File: src/rtl/core/tty_pkg.sv
`default_nettype none
// ----------------------------------------------------------------------------
// tty_pkg
// shared types, character codes and register indexes of the terminal output
// post-processor
// ----------------------------------------------------------------------------
package tty_pkg;

    localparam int TAB_WIDTH_DEF   = 8;
    localparam int COLUMN_BITS_DEF = 16;
    localparam int QUEUE_DEPTH     = 2;
    localparam int OUT_COL_BITS    = 16;
    localparam int ADDR_BITS       = 5;
    localparam int DATA_BITS       = 32;

    localparam logic [7:0] CH_BS    = 8'h08;
    localparam logic [7:0] CH_TAB   = 8'h09;
    localparam logic [7:0] CH_LF    = 8'h0A;
    localparam logic [7:0] CH_CR    = 8'h0D;
    localparam logic [7:0] CH_SPACE = 8'h20;
    localparam logic [7:0] CH_CTL_HI = 8'h1F;
    localparam logic [7:0] CH_DEL   = 8'h7F;
    localparam logic [7:0] CH_LOW_A = 8'h61;
    localparam logic [7:0] CH_LOW_Z = 8'h7A;
    localparam logic [7:0] CASE_OFFSET = 8'h20;

    typedef enum logic [1:0] {
        ST_EMIT = 2'd0,
        ST_SUPP = 2'd1,
        ST_ROOM = 2'd2
    } status_t;

    typedef enum logic [2:0] {
        REG_POST_ENABLE   = 3'd0,
        REG_NL_TO_CRNL    = 3'd1,
        REG_CR_TO_NL      = 3'd2,
        REG_NO_CR_AT_COL0 = 3'd3,
        REG_NL_RETURNS    = 3'd4,
        REG_UPPER_CASE    = 3'd5,
        REG_EXPAND_TABS   = 3'd6
    } reg_idx_t;

    typedef struct packed {
        logic post_enable;
        logic nl_to_crnl;
        logic cr_to_nl;
        logic no_cr_at_col0;
        logic nl_returns;
        logic upper_case;
        logic expand_tabs;
    } cfg_t;

    localparam cfg_t CFG_RESET = '{
        post_enable:   1'b1,
        nl_to_crnl:    1'b1,
        cr_to_nl:      1'b0,
        no_cr_at_col0: 1'b0,
        nl_returns:    1'b0,
        upper_case:    1'b0,
        expand_tabs:   1'b0
    };

    // what the back end has to send for one input byte
    typedef struct packed {
        logic [7:0] ch;
        logic       bvalid;
        status_t    st;
        logic       crlf;
    } desc_t;

endpackage
`default_nettype wire

File: src/rtl/core/tty_front.sv
`default_nettype none
// ----------------------------------------------------------------------------
// tty_front
// takes input bytes, classifies them under the output modes and keeps the
// column, canonical column and tab phase
// ----------------------------------------------------------------------------
module tty_front #(
    parameter int TAB_WIDTH   = tty_pkg::TAB_WIDTH_DEF,
    parameter int COLUMN_BITS = tty_pkg::COLUMN_BITS_DEF
) (
    input  wire logic                             clk,
    input  wire logic                             rst_n,
    input  wire tty_pkg::cfg_t                    cfg,
    input  wire logic [7:0]                       in_byte,
    input  wire logic [7:0]                       room,
    input  wire logic                             take,
    output tty_pkg::desc_t                        desc,
    output logic [$clog2(TAB_WIDTH+1)-1:0]        beats,
    output logic [COLUMN_BITS-1:0]                col_after,
    output logic [COLUMN_BITS-1:0]                canon_after
);
    import tty_pkg::*;

    localparam int CW = COLUMN_BITS;
    localparam int PW = $clog2(TAB_WIDTH);
    localparam int NW = $clog2(TAB_WIDTH + 1);
    localparam logic [CW-1:0] COL_MAX = '1;
    localparam longint unsigned COL_MAX_L = (64'd1 << CW) - 64'd1;
    localparam logic [PW-1:0] MAX_PH = PW'(COL_MAX_L % TAB_WIDTH);
    localparam logic [PW-1:0] PH_LAST = PW'(TAB_WIDTH - 1);
    localparam logic [NW-1:0] TABN = NW'(TAB_WIDTH);

    logic [CW-1:0] col_reg, col_next;
    logic [CW-1:0] canon_reg, canon_next;
    logic [PW-1:0] phase_reg, phase_next;

    logic [NW-1:0] tab_n;
    logic [CW:0]   tab_sum;
    logic [CW-1:0] tab_col;
    logic [PW-1:0] tab_phase;
    logic [CW-1:0] inc_col;
    logic [PW-1:0] inc_phase;
    logic [CW-1:0] dec_col;
    logic [PW-1:0] dec_phase;
    logic          room_zero;
    logic          printable;
    logic          lower;

    assign tab_n     = TABN - NW'(phase_reg);
    assign tab_sum   = {1'b0, col_reg} + (CW+1)'(tab_n);
    assign tab_col   = tab_sum[CW] ? COL_MAX : tab_sum[CW-1:0];
    assign tab_phase = tab_sum[CW] ? MAX_PH : '0;
    assign inc_col   = (col_reg == COL_MAX) ? col_reg : col_reg + CW'(1);
    assign inc_phase = (col_reg == COL_MAX) ? phase_reg :
                       ((phase_reg == PH_LAST) ? '0 : phase_reg + PW'(1));
    assign dec_col   = (col_reg == '0) ? col_reg : col_reg - CW'(1);
    assign dec_phase = (col_reg == '0) ? phase_reg :
                       ((phase_reg == '0) ? PH_LAST : phase_reg - PW'(1));
    assign room_zero = (room == 8'd0);
    assign printable = !(in_byte inside {[8'h00:CH_CTL_HI], CH_DEL});
    assign lower     = in_byte inside {[CH_LOW_A:CH_LOW_Z]};

    always_comb
    begin
        desc.ch     = in_byte;
        desc.bvalid = 1'b1;
        desc.st     = ST_EMIT;
        desc.crlf   = 1'b0;
        beats       = NW'(1);
        col_next    = col_reg;
        canon_next  = canon_reg;
        phase_next  = phase_reg;

        if (room_zero)
        begin
            desc.ch     = 8'd0;
            desc.bvalid = 1'b0;
            desc.st     = ST_ROOM;
        end
        else if (cfg.post_enable)
        begin
            case (in_byte)
                CH_LF:
                begin
                    if (cfg.nl_returns)
                    begin
                        col_next   = '0;
                        phase_next = '0;
                    end
                    if (cfg.nl_to_crnl)
                    begin
                        if (room < 8'd2)
                        begin
                            desc.ch     = 8'd0;
                            desc.bvalid = 1'b0;
                            desc.st     = ST_ROOM;
                        end
                        else
                        begin
                            col_next   = '0;
                            phase_next = '0;
                            canon_next = '0;
                            desc.crlf  = 1'b1;
                            beats      = NW'(2);
                        end
                    end
                    else
                    begin
                        canon_next = cfg.nl_returns ? '0 : col_reg;
                    end
                end
                CH_CR:
                begin
                    if (cfg.no_cr_at_col0 && col_reg == '0)
                    begin
                        desc.ch     = 8'd0;
                        desc.bvalid = 1'b0;
                        desc.st     = ST_SUPP;
                    end
                    else if (cfg.cr_to_nl)
                    begin
                        desc.ch = CH_LF;
                        if (cfg.nl_returns)
                        begin
                            col_next   = '0;
                            phase_next = '0;
                            canon_next = '0;
                        end
                    end
                    else
                    begin
                        col_next   = '0;
                        phase_next = '0;
                        canon_next = '0;
                    end
                end
                CH_TAB:
                begin
                    if (cfg.expand_tabs && room < 8'(tab_n))
                    begin
                        desc.ch     = 8'd0;
                        desc.bvalid = 1'b0;
                        desc.st     = ST_ROOM;
                    end
                    else
                    begin
                        col_next   = tab_col;
                        phase_next = tab_phase;
                        if (cfg.expand_tabs)
                        begin
                            desc.ch = CH_SPACE;
                            beats   = tab_n;
                        end
                    end
                end
                CH_BS:
                begin
                    col_next   = dec_col;
                    phase_next = dec_phase;
                end
                default:
                begin
                    if (printable)
                    begin
                        if (cfg.upper_case && lower)
                        begin
                            desc.ch = in_byte - CASE_OFFSET;
                        end
                        col_next   = inc_col;
                        phase_next = inc_phase;
                    end
                end
            endcase
        end
    end

    assign col_after   = col_next;
    assign canon_after = canon_next;

    always_ff @(posedge clk or negedge rst_n)
    begin
        if (!rst_n)
        begin
            col_reg   <= '0;
            canon_reg <= '0;
            phase_reg <= '0;
        end
        else if (take)
        begin
            col_reg   <= col_next;
            canon_reg <= canon_next;
            phase_reg <= phase_next;
        end
    end

endmodule
`default_nettype wire

File: src/rtl/core/tty_fifo.sv
`default_nettype none
// ----------------------------------------------------------------------------
// tty_fifo
// short first-in first-out queue between the front and back ends
// ----------------------------------------------------------------------------
module tty_fifo #(
    parameter int WIDTH = 8,
    parameter int DEPTH = tty_pkg::QUEUE_DEPTH
) (
    input  wire logic             clk,
    input  wire logic             rst_n,
    input  wire logic             push,
    input  wire logic [WIDTH-1:0] push_data,
    output logic                  full,
    input  wire logic             pop,
    output logic [WIDTH-1:0]      head,
    output logic                  empty
);
    import tty_pkg::*;

    localparam int AW = $clog2(DEPTH);
    localparam int CNTW = $clog2(DEPTH + 1);
    localparam logic [AW-1:0] LAST_SLOT = AW'(DEPTH - 1);
    localparam logic [CNTW-1:0] FULL_CNT = CNTW'(DEPTH);

    logic [WIDTH-1:0] mem_reg [DEPTH];
    logic [AW-1:0]    wr_ptr_reg, wr_ptr_next;
    logic [AW-1:0]    rd_ptr_reg, rd_ptr_next;
    logic [CNTW-1:0]  cnt_reg, cnt_next;
    logic             do_push;
    logic             do_pop;

    assign full    = (cnt_reg == FULL_CNT);
    assign empty   = (cnt_reg == '0);
    assign head    = mem_reg[rd_ptr_reg];
    assign do_push = push && !full;
    assign do_pop  = pop && !empty;

    always_comb
    begin
        wr_ptr_next = wr_ptr_reg;
        rd_ptr_next = rd_ptr_reg;
        cnt_next    = cnt_reg;
        if (do_push)
        begin
            wr_ptr_next = (wr_ptr_reg == LAST_SLOT) ? '0 : wr_ptr_reg + AW'(1);
        end
        if (do_pop)
        begin
            rd_ptr_next = (rd_ptr_reg == LAST_SLOT) ? '0 : rd_ptr_reg + AW'(1);
        end
        if (do_push && !do_pop)
        begin
            cnt_next = cnt_reg + CNTW'(1);
        end
        else if (do_pop && !do_push)
        begin
            cnt_next = cnt_reg - CNTW'(1);
        end
    end

    always_ff @(posedge clk)
    begin
        if (do_push)
        begin
            mem_reg[wr_ptr_reg] <= push_data;
        end
    end

    always_ff @(posedge clk or negedge rst_n)
    begin
        if (!rst_n)
        begin
            wr_ptr_reg <= '0;
            rd_ptr_reg <= '0;
            cnt_reg    <= '0;
        end
        else
        begin
            wr_ptr_reg <= wr_ptr_next;
            rd_ptr_reg <= rd_ptr_next;
            cnt_reg    <= cnt_next;
        end
    end

endmodule
`default_nettype wire

File: src/rtl/core/tty_back.sv
`default_nettype none
// ----------------------------------------------------------------------------
// tty_back
// expands queued entries into result beats: cr-lf pairs and tab runs,
// one beat per cycle while res_ready is high, through a registered output stage
// ----------------------------------------------------------------------------
module tty_back #(
    parameter int TAB_WIDTH   = tty_pkg::TAB_WIDTH_DEF,
    parameter int COLUMN_BITS = tty_pkg::COLUMN_BITS_DEF
) (
    input  wire logic                                 clk,
    input  wire logic                                 rst_n,
    input  wire logic                                 q_empty,
    input  wire tty_pkg::desc_t                       q_desc,
    input  wire logic [$clog2(TAB_WIDTH+1)-1:0]       q_beats,
    input  wire logic [COLUMN_BITS-1:0]               q_col,
    input  wire logic [COLUMN_BITS-1:0]               q_canon,
    output logic                                      pop,
    output logic                                      res_valid,
    input  wire logic                                 res_ready,
    output logic [7:0]                                out_byte,
    output logic                                      out_valid,
    output logic                                      last,
    output logic [1:0]                                status,
    output logic [tty_pkg::OUT_COL_BITS-1:0]          column_now,
    output logic [tty_pkg::OUT_COL_BITS-1:0]          canon_column_now
);
    import tty_pkg::*;

    localparam int NW = $clog2(TAB_WIDTH + 1);
    localparam int CW = COLUMN_BITS;
    localparam int XW = CW + OUT_COL_BITS;

    logic [NW-1:0]  idx_reg, idx_next;
    logic           res_valid_reg, res_valid_next;
    logic [7:0]     byte_reg;
    logic           bvalid_reg;
    logic           last_reg;
    status_t        status_reg;
    logic [CW-1:0]  col_reg;
    logic [CW-1:0]  canon_reg;

    logic           load;
    logic           fire;
    logic           beat_last;
    logic [7:0]     beat_byte;
    logic [XW-1:0]  col_ext;
    logic [XW-1:0]  canon_ext;

    assign load      = !res_valid_reg || res_ready;
    assign fire      = load && !q_empty;
    assign beat_last = (idx_reg == q_beats - NW'(1));
    assign pop       = fire && beat_last;
    assign beat_byte = !q_desc.crlf ? q_desc.ch :
                       ((idx_reg == '0) ? CH_CR : CH_LF);

    always_comb
    begin
        idx_next       = idx_reg;
        res_valid_next = res_valid_reg;
        if (load)
        begin
            res_valid_next = !q_empty;
        end
        if (fire)
        begin
            idx_next = beat_last ? '0 : idx_reg + NW'(1);
        end
    end

    always_ff @(posedge clk or negedge rst_n)
    begin
        if (!rst_n)
        begin
            idx_reg       <= '0;
            res_valid_reg <= 1'b0;
        end
        else
        begin
            idx_reg       <= idx_next;
            res_valid_reg <= res_valid_next;
        end
    end

    always_ff @(posedge clk)
    begin
        if (fire)
        begin
            byte_reg   <= beat_byte;
            bvalid_reg <= q_desc.bvalid;
            last_reg   <= beat_last;
            status_reg <= q_desc.st;
            col_reg    <= q_col;
            canon_reg  <= q_canon;
        end
    end

    assign col_ext   = {{OUT_COL_BITS{1'b0}}, col_reg};
    assign canon_ext = {{OUT_COL_BITS{1'b0}}, canon_reg};

    assign res_valid        = res_valid_reg;
    assign out_byte         = byte_reg;
    assign out_valid        = bvalid_reg;
    assign last             = last_reg;
    assign status           = status_reg;
    assign column_now       = col_ext[OUT_COL_BITS-1:0];
    assign canon_column_now = canon_ext[OUT_COL_BITS-1:0];

endmodule
`default_nettype wire

File: src/rtl/core/tty_output_postprocessor.sv
`default_nettype none
// a taken byte is queued, then its first result beat is registered in the output stage
// throughput: one result beat per cycle while res_ready is high; a byte normally gives
// one beat, a cr-lf pair two, an expanded tab up to TAB_WIDTH; the output stage sets the pace
// input is taken every cycle while the two-entry queue has room
// reset: columns cleared, mode registers to their defaults, queue and output stage empty
// ----------------------------------------------------------------------------
// tty_output_postprocessor
// terminal output post-processor applying the termios output modes, with an
// apb-style register port for the mode bits
// ----------------------------------------------------------------------------
module tty_output_postprocessor #(
    parameter int TAB_WIDTH   = tty_pkg::TAB_WIDTH_DEF,
    parameter int COLUMN_BITS = tty_pkg::COLUMN_BITS_DEF
) (
    input  wire logic                                 clk,
    input  wire logic                                 rst_n,
    input  wire logic                                 psel,
    input  wire logic                                 penable,
    input  wire logic                                 pwrite,
    input  wire logic [tty_pkg::ADDR_BITS-1:0]        paddr,
    input  wire logic [tty_pkg::DATA_BITS-1:0]        pwdata,
    output logic [tty_pkg::DATA_BITS-1:0]             prdata,
    output logic                                      pready,
    input  wire logic                                 in_valid,
    output logic                                      in_ready,
    input  wire logic [7:0]                           in_byte,
    input  wire logic [7:0]                           room,
    output logic                                      res_valid,
    input  wire logic                                 res_ready,
    output logic [7:0]                                out_byte,
    output logic                                      out_valid,
    output logic                                      last,
    output logic [1:0]                                status,
    output logic [tty_pkg::OUT_COL_BITS-1:0]          column_now,
    output logic [tty_pkg::OUT_COL_BITS-1:0]          canon_column_now
);
    import tty_pkg::*;

    localparam int NW = $clog2(TAB_WIDTH + 1);
    localparam int CW = COLUMN_BITS;
    localparam int DW = $bits(desc_t) + NW + 2 * CW;

    cfg_t     cfg_reg, cfg_next;
    reg_idx_t reg_idx;
    logic     cfg_wr;
    logic     rd_bit;

    desc_t          f_desc;
    logic [NW-1:0]  f_beats;
    logic [CW-1:0]  f_col;
    logic [CW-1:0]  f_canon;
    logic           take;
    logic           q_full;
    logic           q_empty;
    logic           q_pop;
    logic [DW-1:0]  q_head;
    desc_t          q_desc;
    logic [NW-1:0]  q_beats;
    logic [CW-1:0]  q_col;
    logic [CW-1:0]  q_canon;

    // register port
    assign pready  = 1'b1;
    assign reg_idx = reg_idx_t'(paddr[ADDR_BITS-1:2]);
    assign cfg_wr  = psel && penable && pwrite;

    always_comb
    begin
        cfg_next = cfg_reg;
        rd_bit   = 1'b0;
        case (reg_idx)
            REG_POST_ENABLE:   rd_bit = cfg_reg.post_enable;
            REG_NL_TO_CRNL:    rd_bit = cfg_reg.nl_to_crnl;
            REG_CR_TO_NL:      rd_bit = cfg_reg.cr_to_nl;
            REG_NO_CR_AT_COL0: rd_bit = cfg_reg.no_cr_at_col0;
            REG_NL_RETURNS:    rd_bit = cfg_reg.nl_returns;
            REG_UPPER_CASE:    rd_bit = cfg_reg.upper_case;
            REG_EXPAND_TABS:   rd_bit = cfg_reg.expand_tabs;
            default:           rd_bit = 1'b0;
        endcase
        if (cfg_wr)
        begin
            case (reg_idx)
                REG_POST_ENABLE:   cfg_next.post_enable   = pwdata[0];
                REG_NL_TO_CRNL:    cfg_next.nl_to_crnl    = pwdata[0];
                REG_CR_TO_NL:      cfg_next.cr_to_nl      = pwdata[0];
                REG_NO_CR_AT_COL0: cfg_next.no_cr_at_col0 = pwdata[0];
                REG_NL_RETURNS:    cfg_next.nl_returns    = pwdata[0];
                REG_UPPER_CASE:    cfg_next.upper_case    = pwdata[0];
                REG_EXPAND_TABS:   cfg_next.expand_tabs   = pwdata[0];
                default:           cfg_next = cfg_reg;
            endcase
        end
    end

    assign prdata = {{(DATA_BITS-1){1'b0}}, rd_bit};

    always_ff @(posedge clk or negedge rst_n)
    begin
        if (!rst_n)
        begin
            cfg_reg <= CFG_RESET;
        end
        else
        begin
            cfg_reg <= cfg_next;
        end
    end

    // front end
    assign in_ready = !q_full;
    assign take     = in_valid && in_ready;

    tty_front #(
        .TAB_WIDTH   (TAB_WIDTH),
        .COLUMN_BITS (COLUMN_BITS)
    ) u_front (
        .clk         (clk),
        .rst_n       (rst_n),
        .cfg         (cfg_reg),
        .in_byte     (in_byte),
        .room        (room),
        .take        (take),
        .desc        (f_desc),
        .beats       (f_beats),
        .col_after   (f_col),
        .canon_after (f_canon)
    );

    tty_fifo #(
        .WIDTH (DW),
        .DEPTH (QUEUE_DEPTH)
    ) u_fifo (
        .clk       (clk),
        .rst_n     (rst_n),
        .push      (take),
        .push_data ({f_desc, f_beats, f_col, f_canon}),
        .full      (q_full),
        .pop       (q_pop),
        .head      (q_head),
        .empty     (q_empty)
    );

    assign {q_desc, q_beats, q_col, q_canon} = q_head;

    // back end
    tty_back #(
        .TAB_WIDTH   (TAB_WIDTH),
        .COLUMN_BITS (COLUMN_BITS)
    ) u_back (
        .clk              (clk),
        .rst_n            (rst_n),
        .q_empty          (q_empty),
        .q_desc           (q_desc),
        .q_beats          (q_beats),
        .q_col            (q_col),
        .q_canon          (q_canon),
        .pop              (q_pop),
        .res_valid        (res_valid),
        .res_ready        (res_ready),
        .out_byte         (out_byte),
        .out_valid        (out_valid),
        .last             (last),
        .status           (status),
        .column_now       (column_now),
        .canon_column_now (canon_column_now)
    );

endmodule
`default_nettype wire

File: config.mk
export PLATFORM = sky130hd
export DESIGN_NAME = tty_output_postprocessor
export DESIGN_NICKNAME = d
export VERILOG_FILES = /design/src/rtl/core/tty_pkg.sv /design/src/rtl/core/tty_front.sv /design/src/rtl/core/tty_fifo.sv /design/src/rtl/core/tty_back.sv /design/src/rtl/core/tty_output_postprocessor.sv
export SDC_FILE = /design/constraint.sdc
export NUM_CORES = 1
export LEC_CHECK = 0
export ABC_AREA = 0
export BUFFER_PORTS_ARGS = -buffer_cell sky130_fd_sc_hd__buf_2
export CORE_MARGIN = 5
export CORE_UTILIZATION = 35
export DETAILED_ROUTE_END_ITERATION = 8
export MAX_ROUTING_LAYER = met4
export PLACE_DENSITY = 0.64
export SYNTH_ARGS = -nofsm -noshare
export SYNTH_HDL_FRONTEND = slang
export SYNTH_SLANG_ARGS = --single-unit
File: constraint.sdc
create_clock -name clk -period 4.25 [get_ports clk]
set_input_delay 0.85 -clock clk [delete_from_list [all_inputs] [get_ports clk]]
set_output_delay 0.85 -clock clk [all_outputs]
set_load 0.005 [all_outputs]
Word level (Yosys, flattened, before mapping) --
Memory sizes are Yosys's and may differ from the RTL's. Index checks and enable logic that the tools add are counted.
Word-level totals: memories 1, register bits 95, RAM bits 96, output and inout bits 79, bits of input ports 60, logic and storage cells 166
Memory list:
- u_fifo.mem_reg | words 2, width 48, rd ports 1, clocked after Yosys merged registers in 0, wr ports 1, line tty_fifo.sv:26 | logic [WIDTH-1:0] mem_reg [DEPTH];
Operators by class: multiplexer cells 68, bitwise operators 1, magnitude comparators 6, reductions and logical operators 36, equality and inequality tests 20, add/subtract/negate cells 13
Operators by type and width (count):
- $mux 16 | 19
- $pmux 16 s4 | 1
- $mux 8 | 7
- $mux 3 | 15
- $eq 8x4->1 const B | 4
- $pmux 16 s2 | 1
- $pmux 8 s4 | 1
- $mux 12 | 2
- $mux 4 | 6
- $mux 11 | 2
- $add 16x4->17 | 1
- $add 16x1->16 const B | 1
- $eq 16x16->1 const B | 1
- $logic_not 16->1 | 1
- $sub 16x1->16 const B | 1
- $logic_and 1x1->1 | 14
- $reduce_and 2->1 | 7
- $eq 3x3->1 const B | 4
- $pmux 3 s4 | 1
- $ne 5x5->1 const B | 2
- $pmux 3 s3 | 1
- $eq 8x7->1 const B | 1
- $ge 8x1->1 const B | 1
- $ge 8x7->1 const B | 1
- other kinds (31) | 49

Logic depth before layout (Yosys ltp) --
depth in word-level cells 8, gate-level depth with buffers 12

Modules after synthesis --
Synthesis repeated with hierarchy kept, for this count alone.
Second synthesis, totals: cell total of the unflattened synthesis 855, area total of the unflattened synthesis 10053.4 um2
Modules (own cells, without submodules):
- tty_front | times used 1, area an instance 3938.8 um2, cells each 522
- tty_fifo | times used 1, area an instance 3706.1 um2, cells each 168
- tty_back | times used 1, area an instance 1760.4 um2, cells each 96
- tty_output_postprocessor | times used 1, area an instance 648.1 um2, cells each 69

Worst setup path before layout --
No wires, ideal clock.
kind input port to flip-flop, start point input port in_valid, end point memory u_fifo.mem_reg[0][0] in the netlist's numbering (enable), data arrival time 3.067 ns, stages 2, setup time 0.454 ns, slack 0.729 ns, path buffers 0, path through nand2_1 nor2_1
Between the ends: longest elaborated chain between the ends 4
RTL lines:
- from (decl) | line tty_output_postprocessor.sv:25 | input wire logic in_valid,
- $logic_and 1x1->1 | line tty_output_postprocessor.sv:113 | assign take = in_valid && in_ready;
- $logic_and 1x1->1 | line tty_fifo.sv:36 | assign do_push = push && !full;
- $mux 1 | line tty_fifo.sv:64 | if (do_push)
- $mux 1 (implied by the code) | line tty_fifo.sv:66 | mem_reg[wr_ptr_reg] <= push_data;
- to (decl) | line tty_fifo.sv:26
No other way between the ends.

Worst setup path in the final report --
start point register u_front.phase_reg[0], end point memory u_fifo.mem_reg[0][28] in the netlist's numbering, data pin
Between the ends: longest elaborated chain between the ends 7
RTL lines:
- from (decl) | line tty_front.sv:35 | logic [PW-1:0] phase_reg, phase_next;
- from (signal assigned) | line tty_front.sv:192 | phase_reg <= phase_next;
- $sub 4x3->4 * | line tty_front.sv:49 | assign tab_n = TABN - NW'(phase_reg);
- $add 16x4->17 or $lt 8x4->1 (tied branches) | line tty_front.sv:50, tty_front.sv:139
- $mux 16 or $logic_and 1x1->1 (tied branches) | line tty_front.sv:51, tty_front.sv:139
- $mux 16 * | line tty_front.sv:139 | if (cfg.expand_tabs && room < 8'(tab_n))
- $pmux 16 s4 * | line tty_front.sv:82 | case (in_byte)
- $mux 16 * | line tty_front.sv:80 | else if (cfg.post_enable)
- $mux 16 * | line tty_front.sv:74 | if (room_zero)
- via f_col[12] | line tty_output_postprocessor.sv:51 | logic [CW-1:0] f_col;
The timed path passes the listed nets; every way through them passes the cells marked *.

==> out/qor.yml <==
use_met2: 0.251
gr-usage-met3: 0.0272
end_kind: "flip-flop"
skew_ps: 11.7
post-dp-hpwl_um: 17500
gp_congestion: 0.940
hold_class: "in2async"
period_needed_ps: 3840
synth_top_area_cell: "edfxtp_1"
ys_async_sr_fraction: 0.267
cts.sinks: 191
grt.busiest_layer: "met2"
p_leak_uw: 0.00416
cap_violations: 0
synth_flop_cell: "edfxtp_1"
syn_inst: 875
required_ps: 4440
grt_pass1_vias: 6979
worst_pin_slew_ps: 898
die_h_um: 179
worstPathArrival_ps: 4020
clkTransAtPathRegs_ps: 80
synth.top_cell.area_share: 0.420
setup_tns_ps: 0
worstSetupPathType: "reg2reg"
synth.avg_cell_area_um2: 11.5
viasPerCell: 5.51
grt_pass1_wl_um: 39100
nets: 1015
cts_max_level: 4
diodes: 0
finalSetupViolations: 0
yosys-top-cells-count: "140 x edfxtp_1, 58 x nor2_1, 56 x nand2_1"
drc: 0
firstDrtPassIters: 5
synth-seq-cells: 191
core_area_um2: 28500
slew_headroom: 0.395
yosys-top-cells-area: "edfxtp_1 42%, dfrtp_1 12%, mux2_2 5.1%"
post-route-util: 0.398
grt.met1_usage: 0.216
report.final.slew_viol_count: 0
yosys_warnings: 0
layout-drive-gt1-share: 0.219
status: "complete, no violations"
yosysSeqAreaShare: 0.547
power.total_uw: 6790
grt_setup_unrepaired: "false"
fp-row-count: 62
synth_cell_type_count: 85
holdBufCountCts: 0
grt_overflow: 0
cts_tree: "yes"
grt.total_usage: 0.162
area_growth_pct: 13.1
worst_hold_slack_ps: 444
start_kind: "flip-flop"
ant_nets: 0
worstSkewPairLatency_ps: 450
die_area_um2: 32100
max_freq_mhz: 261
power.density_nw_per_um2: 600
routed-via-count: 7345
syn_area_um2: 10000
cts_resized: 0
postCtsSetupRepairBufs: 0
grt_max_degree: 49
routedWlPerCell_um: 18.7
root_buffer: "clkbuf_16"
initial_core_util: 0.352
largest_register_ffs: 96
cts_buffer_depth: 2
antenna_found_initial: 0
hold_violations: 0
synth_edf_count: 140
io_pins: 139
fin_crit_sh: 0.903
drt_iter0_markers: 668
die_w_um: 179
port_buffers: 73
crit_path_max_fanout: 8
yosysMostFrequentCell: "edfxtp_1"
cts_made_buffers: 17
drt-total-wl_um: 24900
ir_drop_mv: 0.329
-- where the power goes --
group          leakage, µW  internal (µW)  switching (µW)  total [µW]
Sequential         0.00194           2680             332        3010
Clock             0.000297            812             828        1640
Combinational      0.00193            862            1280        2140
-- critical path, stage by stage, from the launching register on --
cell and delay (ps):
dfrtp_1 510, inv_1 110, ha_1 420, inv_1 110, ha_1 220, or3b_2 490
o2111ai_1 250, a21oi_4 140, a21oi_1 550, nand3_1 130, a2111oi_1 530, nor2_1 100
-- per-layer routing --
metal | vias up | routed length (µm)
li1 | 3398 | -
met5 | - | 0
met1 | 3578 | 10900
met3 | 46 | 1710
met4 | 0 | 609
met2 | 323 | 11700
-- cell type report --
cell class / instances / area [µm²]
Fill cell: 2743 / 17100
Inverter: 25 / 93.8
Clock buffer: 17 / 425
Multi-Input combinational cell: 604 / 4100
Tap cell: 384 / 480
Sequential cell: 191 / 5480
Clock inverter: 15 / 200
Timing Repair Buffer: 97 / 546
-- metrics by stage --
stage / std cells / worst slack [ps] / area [µm²]
CTS: 1333 / 481 / 11300
detailed placement: 1301 / 474 / 10700
global route: 1333 / 231 / 11300
global placement: 1301 / 598 / 10700
floorplan: 905 / 729 / 10100
finish: 1333 / 413 / 11300
-- placed cells by master, fill, tap and decap left out, types with 7 or more instances in the layout --
cell / n
nor3_1: 22
dfrtp_1: 48
or3_1: 7
nand2b_1: 8
nand2_1: 56
nand4_1: 11
o21ai_0: 36
mux2_2: 45
ha_1: 18
nand3_1: 36
o31ai_1: 11
buf_2: 73
o211ai_1: 7
a22o_1: 34
xnor2_1: 9
a21oi_1: 47
mux2i_1: 13
clkbuf_16: 17
conb_1: 32
buf_4: 24
edfxtp_1: 140
nor2_1: 56
xor2_1: 7
a31oi_1: 13
inv_1: 23
-- worst paths after layout --
path | slack [ps] | cells after the start | start | endpoint
worst max-delay path | 410 | 11 | u_front.phase_reg[0] | u_fifo.mem_reg[0][28]
worst min-delay path | 440 | 1 | rst_n | u_fifo.cnt_reg[0]
worst max register to register | 410 | 11 | u_front.phase_reg[0] | u_fifo.mem_reg[0][28]
worst min register to register | 500 | 1 | u_front.canon_reg[3] | u_front.canon_reg[3]
max in group asynchronous | 2960 | 2 | rst_n | u_fifo.rd_ptr_reg
min in group clk | 500 | 1 | u_front.canon_reg[3] | u_front.canon_reg[3]
-- cells by family (layout without fill, tap and decap cells) --
group / count (synthesis) / count (layout) / synth area share
flip-flops: 191 / 191 / 0.547
XOR/XNOR: 16 / 16 / 0.0140
AND/OR/NAND/NOR: 262 / 262 / 0.141
other: 2 / 32 / 0.000749
multiplexers: 59 / 59 / 0.0658
adder cells (fa/ha/maj): 19 / 19 / 0.0245
buffers and inverters: 110 / 154 / 0.0561
AO/OA/AOI/OAI: 216 / 216 / 0.151
Note: power is estimated with default switching activity, not from simulation.
